File: src/ecr_pkg.sv
// ecr_pkg: shared widths, breakpoint height and color tables, queue depths
// for the elevation color ramp; no dependencies
package ecr_pkg;

  localparam int BREAKPOINTS   = 18;
  localparam int FRAC_BITS_DEF = 4;
  localparam int ELEV_W        = 24;
  localparam int COLOR_W       = 8;
  localparam int BAND_W        = 5;
  // breakpoint heights in whole meters, signed
  localparam int LVLM_W        = 15;
  // widest gap between neighbor breakpoints in whole meters
  localparam int SPANM_W       = 12;
  localparam int MID_DEPTH     = 4;
  localparam int OUT_DEPTH     = 16;

  typedef logic signed [LVLM_W-1:0] lvlm_t;
  typedef logic [COLOR_W-1:0]       color_t;
  typedef logic [BAND_W-1:0]        band_t;

  // breakpoint heights, rising
  localparam lvlm_t LVL_M [BREAKPOINTS] = '{
    -15'sd4000, -15'sd2000, -15'sd1000, -15'sd200, -15'sd20, 15'sd0,
    15'sd50, 15'sd100, 15'sd200, 15'sd500, 15'sd1000, 15'sd1500,
    15'sd2500, 15'sd3000, 15'sd4000, 15'sd5000, 15'sd6000, 15'sd9000
  };

  // color at each breakpoint: red, green, blue
  localparam color_t RGB [BREAKPOINTS][3] = '{
    '{8'd76,  8'd142, 8'd191}, '{8'd100, 8'd159, 8'd204},
    '{8'd126, 8'd177, 8'd217}, '{8'd154, 8'd197, 8'd230},
    '{8'd184, 8'd217, 8'd243}, '{8'd160, 8'd204, 8'd126},
    '{8'd160, 8'd200, 8'd133}, '{8'd165, 8'd195, 8'd140},
    '{8'd157, 8'd180, 8'd130}, '{8'd149, 8'd169, 8'd101},
    '{8'd159, 8'd165, 8'd105}, '{8'd200, 8'd205, 8'd150},
    '{8'd241, 8'd232, 8'd204}, '{8'd221, 8'd198, 8'd142},
    '{8'd213, 8'd180, 8'd120}, '{8'd229, 8'd213, 8'd186},
    '{8'd245, 8'd238, 8'd255}, '{8'd231, 8'd227, 8'd255}
  };

  // height of segment seg in whole meters (next breakpoint minus this one)
  function automatic logic [SPANM_W-1:0] span_m(input band_t seg);
    band_t                   nxt;
    logic signed [LVLM_W:0]  diff;
    nxt  = seg + 1'b1;
    diff = (LVLM_W+1)'(LVL_M[nxt]) - (LVLM_W+1)'(LVL_M[seg]);
    return diff[SPANM_W-1:0];
  endfunction

endpackage

File: src/ecr_fifo.sv
// ecr_fifo: small first-word-fall-through register queue
// depends on nothing; DEPTH must be a power of two
module ecr_fifo #(
  parameter int WIDTH = 8,
  parameter int DEPTH = 4
) (
  input  logic             clk,
  input  logic             rst,
  input  logic             push,
  input  logic [WIDTH-1:0] wdata,
  output logic             full,
  input  logic             pop,
  output logic [WIDTH-1:0] rdata,
  output logic             empty
);

  localparam int PTR_W = $clog2(DEPTH);
  localparam int CNT_W = $clog2(DEPTH + 1);

  logic [WIDTH-1:0] mem [DEPTH];
  logic [PTR_W-1:0] wr_ptr;
  logic [PTR_W-1:0] rd_ptr;
  logic [CNT_W-1:0] count;
  logic             do_push;
  logic             do_pop;

  assign full    = (count == CNT_W'(DEPTH));
  assign empty   = (count == '0);
  assign do_push = push && !full;
  assign do_pop  = pop && !empty;
  assign rdata   = mem[rd_ptr];

  // storage
  always_ff @(posedge clk) begin
    if (do_push) begin
      mem[wr_ptr] <= wdata;
    end
  end

  // pointers and fill count
  always_ff @(posedge clk) begin
    if (rst) begin
      wr_ptr <= '0;
      rd_ptr <= '0;
      count  <= '0;
    end else begin
      if (do_push) begin
        wr_ptr <= wr_ptr + 1'b1;
      end
      if (do_pop) begin
        rd_ptr <= rd_ptr + 1'b1;
      end
      count <= count + CNT_W'(do_push) - CNT_W'(do_pop);
    end
  end

endmodule

File: src/ecr_front.sv
// ecr_front: classifies an elevation sample into a ramp segment and offset
// depends on ecr_pkg
module ecr_front
  import ecr_pkg::*;
#(
  parameter int FRAC_BITS = FRAC_BITS_DEF
) (
  input  logic signed [ELEV_W-1:0]          elevation,
  output band_t                             band,
  output band_t                             seg,
  output logic [SPANM_W+FRAC_BITS-1:0]      off
);

  localparam int SPAN_W = SPANM_W + FRAC_BITS;
  localparam int LVL_W  = LVLM_W + FRAC_BITS;
  localparam int CMP_W  = ((LVL_W > ELEV_W) ? LVL_W : ELEV_W) + 1;

  logic signed [CMP_W-1:0] lvl_s [BREAKPOINTS];
  logic [BREAKPOINTS-1:0]  ge;
  logic signed [CMP_W-1:0] e_s;
  logic signed [CMP_W-1:0] diff;
  band_t                   idx;

  assign e_s = CMP_W'(elevation);

  // scaled breakpoints and one compare per breakpoint
  for (genvar i = 0; i < BREAKPOINTS; i++) begin : g_cmp
    assign lvl_s[i] = CMP_W'(LVL_M[i]) <<< FRAC_BITS;
    assign ge[i]    = (e_s >= lvl_s[i]);
  end

  // highest breakpoint at or below the sample
  always_comb begin
    idx = '0;
    for (int i = 0; i < BREAKPOINTS; i++) begin
      if (ge[i]) begin
        idx = BAND_W'(i);
      end
    end
  end

  assign diff = e_s - lvl_s[idx];

  // below the ramp: first color; at or above the top: end of last segment
  always_comb begin
    if (!ge[0]) begin
      band = '0;
      seg  = '0;
      off  = '0;
    end else if (idx == BAND_W'(BREAKPOINTS - 1)) begin
      band = BAND_W'(BREAKPOINTS - 1);
      seg  = BAND_W'(BREAKPOINTS - 2);
      off  = SPAN_W'(span_m(BAND_W'(BREAKPOINTS - 2))) << FRAC_BITS;
    end else begin
      band = idx;
      seg  = idx;
      off  = diff[SPAN_W-1:0];
    end
  end

endmodule

File: src/ecr_back.sv
// ecr_back: interpolation pipeline, one multiply stage then a pipelined
// long division per channel, issue gated by output queue credits; uses ecr_pkg
module ecr_back
  import ecr_pkg::*;
#(
  parameter int FRAC_BITS = FRAC_BITS_DEF
) (
  input  logic                                          clk,
  input  logic                                          rst,
  input  logic                                          mid_empty,
  input  logic [2*BAND_W+SPANM_W+FRAC_BITS-1:0]         mid_word,
  output logic                                          mid_pop,
  input  logic                                          drain,
  output logic                                          out_push,
  output logic [BAND_W+3*COLOR_W-1:0]                   out_word
);

  localparam int SPAN_W = SPANM_W + FRAC_BITS;
  localparam int U_W    = SPAN_W + COLOR_W + 2;
  localparam int QUOT_W = COLOR_W;
  localparam int CRD_W  = $clog2(OUT_DEPTH + 1);

  // issue stage
  logic [CRD_W-1:0]  credit;
  logic              issue;
  logic              a_valid;
  band_t             a_band;
  band_t             a_seg;
  logic [SPAN_W-1:0] a_off;

  // multiply stage
  band_t                  a_nxt;
  logic [SPAN_W-1:0]      a_span;
  color_t                 c0_sel [3];
  logic                   neg_sel [3];
  logic [U_W-1:0]         u_sel [3];

  // division stages, index 0 is the multiply stage output
  logic                   valid [QUOT_W+1];
  band_t                  s_band [QUOT_W+1];
  logic [SPAN_W:0]        s_d2 [QUOT_W+1];
  logic [U_W-1:0]         rem [QUOT_W+1][3];
  logic [QUOT_W-1:0]      quo [QUOT_W+1][3];
  color_t                 s_c0 [QUOT_W+1][3];
  logic                   s_neg [QUOT_W+1][3];

  color_t                 color [3];

  // credits count words issued and not yet drained from the output queue
  assign issue   = !mid_empty && (credit < CRD_W'(OUT_DEPTH));
  assign mid_pop = issue;

  always_ff @(posedge clk) begin
    if (rst) begin
      credit  <= '0;
      a_valid <= 1'b0;
    end else begin
      credit  <= credit + CRD_W'(issue) - CRD_W'(drain);
      a_valid <= issue;
    end
  end

  always_ff @(posedge clk) begin
    if (issue) begin
      {a_band, a_seg, a_off} <= mid_word;
    end
  end

  // per channel: distance times color step, plus half rounding term
  assign a_nxt  = a_seg + 1'b1;
  assign a_span = SPAN_W'(span_m(a_seg)) << FRAC_BITS;

  always_comb begin
    for (int k = 0; k < 3; k++) begin
      c0_sel[k]  = RGB[a_seg][k];
      neg_sel[k] = (RGB[a_nxt][k] < RGB[a_seg][k]);
      u_sel[k]   = {1'b0,
                    (SPAN_W+COLOR_W)'(a_off) * (SPAN_W+COLOR_W)'(neg_sel[k] ?
                      RGB[a_seg][k] - RGB[a_nxt][k] : RGB[a_nxt][k] - RGB[a_seg][k]),
                    1'b0}
                   + U_W'(a_span) - U_W'(neg_sel[k]);
    end
  end

  always_ff @(posedge clk) begin
    if (rst) begin
      valid[0] <= 1'b0;
    end else begin
      valid[0] <= a_valid;
    end
  end

  always_ff @(posedge clk) begin
    s_band[0] <= a_band;
    s_d2[0]   <= {a_span, 1'b0};
    for (int k = 0; k < 3; k++) begin
      rem[0][k]   <= u_sel[k];
      quo[0][k]   <= '0;
      s_c0[0][k]  <= c0_sel[k];
      s_neg[0][k] <= neg_sel[k];
    end
  end

  // one quotient bit per stage, most significant first
  for (genvar s = 0; s < QUOT_W; s++) begin : g_div
    localparam int SH = QUOT_W - 1 - s;
    logic [U_W-1:0] trial;
    logic           take [3];

    assign trial = U_W'(s_d2[s]) << SH;

    always_comb begin
      for (int k = 0; k < 3; k++) begin
        take[k] = (rem[s][k] >= trial);
      end
    end

    always_ff @(posedge clk) begin
      if (rst) begin
        valid[s+1] <= 1'b0;
      end else begin
        valid[s+1] <= valid[s];
      end
    end

    always_ff @(posedge clk) begin
      s_band[s+1] <= s_band[s];
      s_d2[s+1]   <= s_d2[s];
      for (int k = 0; k < 3; k++) begin
        rem[s+1][k]   <= take[k] ? rem[s][k] - trial : rem[s][k];
        quo[s+1][k]   <= {quo[s][k][QUOT_W-2:0], take[k]};
        s_c0[s+1][k]  <= s_c0[s][k];
        s_neg[s+1][k] <= s_neg[s][k];
      end
    end
  end

  // apply the signed step to the lower color
  always_comb begin
    for (int k = 0; k < 3; k++) begin
      color[k] = s_neg[QUOT_W][k] ? s_c0[QUOT_W][k] - quo[QUOT_W][k]
                                  : s_c0[QUOT_W][k] + quo[QUOT_W][k];
    end
  end

  assign out_push = valid[QUOT_W];
  assign out_word = {s_band[QUOT_W], color[0], color[1], color[2]};

endmodule

File: src/elevation_color_ramp.sv
// elevation_color_ramp: hypsometric color ramp, top level
// depends on ecr_pkg, ecr_front, ecr_fifo, ecr_back
//
// Usage:
//   Input channel: drive elevation (signed, FRAC_BITS fraction bits) and
//   raise push; the word is taken at a clock edge with push high and full
//   low. Result channel: while empty is low, red, green, blue and band show
//   the oldest result; it is taken at an edge with pop high.
//   One result word comes out for each input word, in order.
// Pipeline: an accepted input word passes the middle queue write, the issue
//   register, the multiply stage, eight division stages and the output
//   queue write before empty falls for its result, when nothing waits ahead of it.
// Throughput: one word per cycle while the back holds a credit; the division
//   is pipelined one quotient bit per stage, so a new word enters every cycle.
// Stalls: the front writes classified words into a 4-word queue; the back
//   issues only while it holds a credit for the 16-word output queue, so
//   when pop stays low the output queue fills, then the middle queue, and
//   full rises. Nothing is dropped.
// Reset: rst (synchronous) empties both queues and the pipeline; full is
//   low and empty high after it. No tables are cleared.
module elevation_color_ramp
  import ecr_pkg::*;
#(
  parameter int FRAC_BITS = FRAC_BITS_DEF
) (
  input  logic                     clk,
  input  logic                     rst,
  input  logic                     push,
  output logic                     full,
  input  logic signed [ELEV_W-1:0] elevation,
  output logic                     empty,
  input  logic                     pop,
  output logic [COLOR_W-1:0]       red,
  output logic [COLOR_W-1:0]       green,
  output logic [COLOR_W-1:0]       blue,
  output logic [BAND_W-1:0]        band
);

  localparam int SPAN_W = SPANM_W + FRAC_BITS;
  localparam int MID_W  = 2 * BAND_W + SPAN_W;
  localparam int OUT_W  = BAND_W + 3 * COLOR_W;

  band_t             f_band;
  band_t             f_seg;
  logic [SPAN_W-1:0] f_off;
  logic [MID_W-1:0]  mid_rdata;
  logic              mid_empty;
  logic              mid_pop;
  logic              out_push;
  logic [OUT_W-1:0]  out_wdata;
  logic [OUT_W-1:0]  out_rdata;
  logic              out_full;
  logic              drain;

  // front: classify the incoming word
  ecr_front #(
    .FRAC_BITS(FRAC_BITS)
  ) u_front (
    .elevation(elevation),
    .band     (f_band),
    .seg      (f_seg),
    .off      (f_off)
  );

  // queue between front and back
  ecr_fifo #(
    .WIDTH(MID_W),
    .DEPTH(MID_DEPTH)
  ) u_mid_q (
    .clk  (clk),
    .rst  (rst),
    .push (push),
    .wdata({f_band, f_seg, f_off}),
    .full (full),
    .pop  (mid_pop),
    .rdata(mid_rdata),
    .empty(mid_empty)
  );

  // back: interpolation pipeline
  ecr_back #(
    .FRAC_BITS(FRAC_BITS)
  ) u_back (
    .clk      (clk),
    .rst      (rst),
    .mid_empty(mid_empty),
    .mid_word (mid_rdata),
    .mid_pop  (mid_pop),
    .drain    (drain),
    .out_push (out_push),
    .out_word (out_wdata)
  );

  // output queue, never overflows thanks to the back's credits
  ecr_fifo #(
    .WIDTH(OUT_W),
    .DEPTH(OUT_DEPTH)
  ) u_out_q (
    .clk  (clk),
    .rst  (rst),
    .push (out_push),
    .wdata(out_wdata),
    .full (out_full),
    .pop  (pop),
    .rdata(out_rdata),
    .empty(empty)
  );

  assign drain = pop && !empty;
  assign {band, red, green, blue} = out_rdata;

  // unused: the output queue is never full when the back pushes
  logic unused_full;
  assign unused_full = out_full;

endmodule

File: config.mk
export PLATFORM = sky130hd
export DESIGN_NAME = elevation_color_ramp
export DESIGN_NICKNAME = d
export VERILOG_FILES = /design/src/ecr_pkg.sv /design/src/ecr_fifo.sv /design/src/ecr_front.sv /design/src/ecr_back.sv /design/src/elevation_color_ramp.sv
export SDC_FILE = /design/constraint.sdc
export NUM_CORES = 2
export LEC_CHECK = 0
export BUFFER_PORTS_ARGS = -buffer_cell sky130_fd_sc_hd__buf_2
export CAP_MARGIN = 20
export CORE_UTILIZATION = 55
export CTS_CLUSTER_DIAMETER = 80
export DETAILED_ROUTE_END_ITERATION = 16
export PLACE_DENSITY = 0.71
export REMOVE_ABC_BUFFERS = 1
export SLEW_MARGIN = 20
export SYNTH_ARGS = -nofsm -noshare
export SYNTH_HDL_FRONTEND = slang
export SYNTH_SLANG_ARGS = --single-unit
File: constraint.sdc
create_clock -name clk -period 18.2 [get_ports clk]
set_input_delay 3.64 -clock clk [delete_from_list [all_inputs] [get_ports clk]]
set_output_delay 3.64 -clock clk [all_outputs]
set_load 0.01 [all_outputs]
==> out/qor.txt <==
Post-synth EDFFs -> 574
Post-Route Utilization -> 61.0%
DRC Markers -> 0
Core Area -> 161,000 um^2
Startpoint Class -> flip-flop
CP arrival -> 13,420 ps
Die ar. -> 164,000 um^2
Slew Limit Fails -> 0
Layout area overhead -> 9.82%
CTS Sinks -> 1,688
RSZ-0062 raised after global routing -> no
total routed wirelength -> 209,000 um
final count of hold timing violations -> 0
die width -> 405 um
share of cells above drive strength 1 -> 8.29%
Tot GR Track Use -> 25.9%
first-pass GRT wire length -> 329,000 um
Critical Path Start -> u_back.a_band[2]$_DFFE_PP_
Die Y -> 405 um
max-cap violation count -> 0
slowest cell on the critical path -> o41ai_1
Resized Gates After CTS -> 0
most used cell, CP -> inv_1
CTS buffer count -> 167
Mapped Area -> 89,400 um^2
Fin Hold WS -> 291 ps
row cnt -> 147
sequential fraction of the synthesis area -> 44.2%
final setup fails -> 0
Hold WC Path Type -> flip-flop to flip-flop
vias in the first global route -> 58,877
crit end category -> flip-flop
Routed wire per std cell -> 19.9 um
vias per cell -> 5.45
vias -> 57,332
largest net degree at the start of global routing -> 103
Worst Tran Pin Value -> 1130 ps
final antenna-violating net count -> 0
minimum clock period -> 12,780 ps
Primary FF master, synth -> dfxtp_1
CTS H-tree lvls -> 4
worst setup path endpoint -> u_back.rem[0][25]$_DFF_P_
Yosys warnings -> 0
Setup Skew -> 57.0 ps
Worst-Skew Late Latency -> 810 ps
path depth of the worst reg2reg path -> 51
Final #Nets -> 9,432
achievable clock frequency -> 0.0782 GHz
Netlist cell types -> 102
setup tns final -> 0 ps
crit-path max FO -> 40
Root Buffer -> clkbuf_16
Reg-to-Reg End -> u_back.rem[0][25]$_DFF_P_
reg2reg start -> u_back.a_band[2]$_DFFE_PP_
Largest stage delay, worst path -> 700 ps
initial antenna violation count -> 0
hold_buf cts -> 0
fin crit share -> 70.2%
Yosys reg bits -> 1,688
CTS Buffer Depth -> 3
initial core utilization -> 55.5%
FFs w/ async S/R, synth -> 0%
FF-to-FF setup slack -> 5420 ps
CTS clock-pin slew for the worst setup and hold paths -> 60 ps
Iter 0 DRT Violations -> 4,276
Max transition margin -> 24.5%
outcome -> complete, no violations
Pre-antenna DRT Iters -> 6
port bufs -> 58
GR Overflow Total -> 0
RD Place Congestion -> 0.932
num ports -> 59
postcts setup bufs -> 0
Critical Path RT -> 18,840 ps
Syn Inst Count -> 8,135
DPL Wire Length -> 156,000 um
critical path class -> flip-flop to flip-flop
Syn Area/Cell -> 11.0 um^2
CTS tree -> yes
==> critical path, delay by kind of cell, from the launching register on <==
kind,cells,cell delay (ps)
AOI/OAI and AO/OA,17,3900
xor gates and xnor gates,3,370
adders and majority gates,10,4530
buffers and inverters,12,2030
DFF,1,330
muxes,1,260
and+or+nand+nor,8,1180
==> cells in the final DEF, fill, tap and decap left out, types with 142 or more instances in the layout <==
| master | n |
|---|---|
| inv_1 | 1161 |
| xnor2_1 | 297 |
| nand2_1 | 547 |
| edfxtp_1 | 574 |
| nor2_1 | 437 |
| ha_1 | 664 |
| and2_1 | 228 |
| a21oi_1 | 405 |
| mux4_2 | 168 |
| fa_1 | 512 |
| o21ai_0 | 251 |
| clkbuf_16 | 171 |
| xor2_1 | 142 |
| dfxtp_1 | 1110 |
==> area by class of cell <==
type                            count  area [um^2]
Antenna cell                        1         2.50
Clock buffer                      226         4710
Clock inverter                     79          987
Fill cell                       12842        62800
Inverter                         1169         4390
Multi-Input combinational cell   5065        44900
Sequential cell                  1688        39500
Tap cell                         2160         2700
Timing Repair Buffer              137          893
==> how the worst min path moves through the flow <==
stage                                 from                           to  slack (ps)  cells past startpoint
2_1_floorplan    u_back.quo[1][16]$_DFF_P_    u_back.quo[2][17]$_DFF_P_         310                      0
3_3_place_gp    u_back.s_c0[1][16]$_DFF_P_   u_back.s_c0[2][16]$_DFF_P_         310                      0
3_5_place_dp     u_back.quo[7][14]$_DFF_P_    u_back.quo[8][15]$_DFF_P_         310                      0
4_1_cts        u_back.s_band[7][1]$_DFF_P_  u_back.s_band[8][1]$_DFF_P_         290                      0
5_1_grt        u_back.s_band[7][1]$_DFF_P_  u_back.s_band[8][1]$_DFF_P_         310                      0
6_report       u_back.s_band[7][1]$_DFF_P_  u_back.s_band[8][1]$_DFF_P_         290                      0
==> cells by family after synthesis <==
kind of cell	share of synthesized area, %
and+or+nand+nor	10.7
muxes	4.99
DFF	44.2
AOI/OAI and AO/OA	8.92
buffers and inverters	5.83
xor gates and xnor gates	4.54
adders and majority gates	20.8
==> cell usage after synthesis (all sizes together), types with 60 or more instances <==
| cell type | n | area share, % |
|---|---|---|
| nand2 | 547 | 2.3 |
| ha | 664 | 9.3 |
| clkbuf | 175 | 0.73 |
| edfxtp | 574 | 19 |
| nor2b | 130 | 0.91 |
| a21oi | 409 | 2.3 |
| o31ai | 62 | 0.54 |
| xor2 | 149 | 1.5 |
| a21o | 120 | 1.0 |
| dfxtp | 1114 | 25 |
| inv | 1164 | 4.9 |
| nor4 | 60 | 0.44 |
| o21ai | 302 | 1.7 |
| nor3 | 108 | 0.61 |
| and2 | 229 | 1.6 |
| nor2 | 452 | 1.9 |
| nand2b | 73 | 0.51 |
| nand3 | 80 | 0.45 |
| fa | 512 | 11 |
| xnor2 | 308 | 3.0 |
| mux4 | 168 | 4.2 |
| a21boi | 102 | 0.86 |
==> registers in the layout, indices dropped and copies added (netlist names), 9 cells and up, named ones only <==
signal and count:
u_back.a_off 16, u_back.quo 108, u_back.rem 624, u_back.s_band 45
u_back.s_c0 207, u_back.s_d2 88, u_back.valid 9, u_mid_q.mem 88
u_out_q.mem 464
==> routing by layer <==
layer / GRT usage (%) / share of wire [%] / vias up
met1: 34.0 / 43 / 27867
met2: 44.3 / 49 / 1517
met4: 8.79 / 3.3 / 0
li1: - / - / 27613
met3: 3.02 / 4.6 / 335
met5: 0 / 0 / -
==> metrics by stage <==
step	instances	worst slack, ps	instance area, um^2
CTS	10524	5520	98100
global route	10524	4530	98200
detailed placement	10219	5570	92400
finish	10525	5420	98200
floorplan	7922	5750	88600
global placement	10218	5500	92400
Power is not shown: default switching activity piles up to over one toggle a cycle in this logic, so the estimate is an artifact.
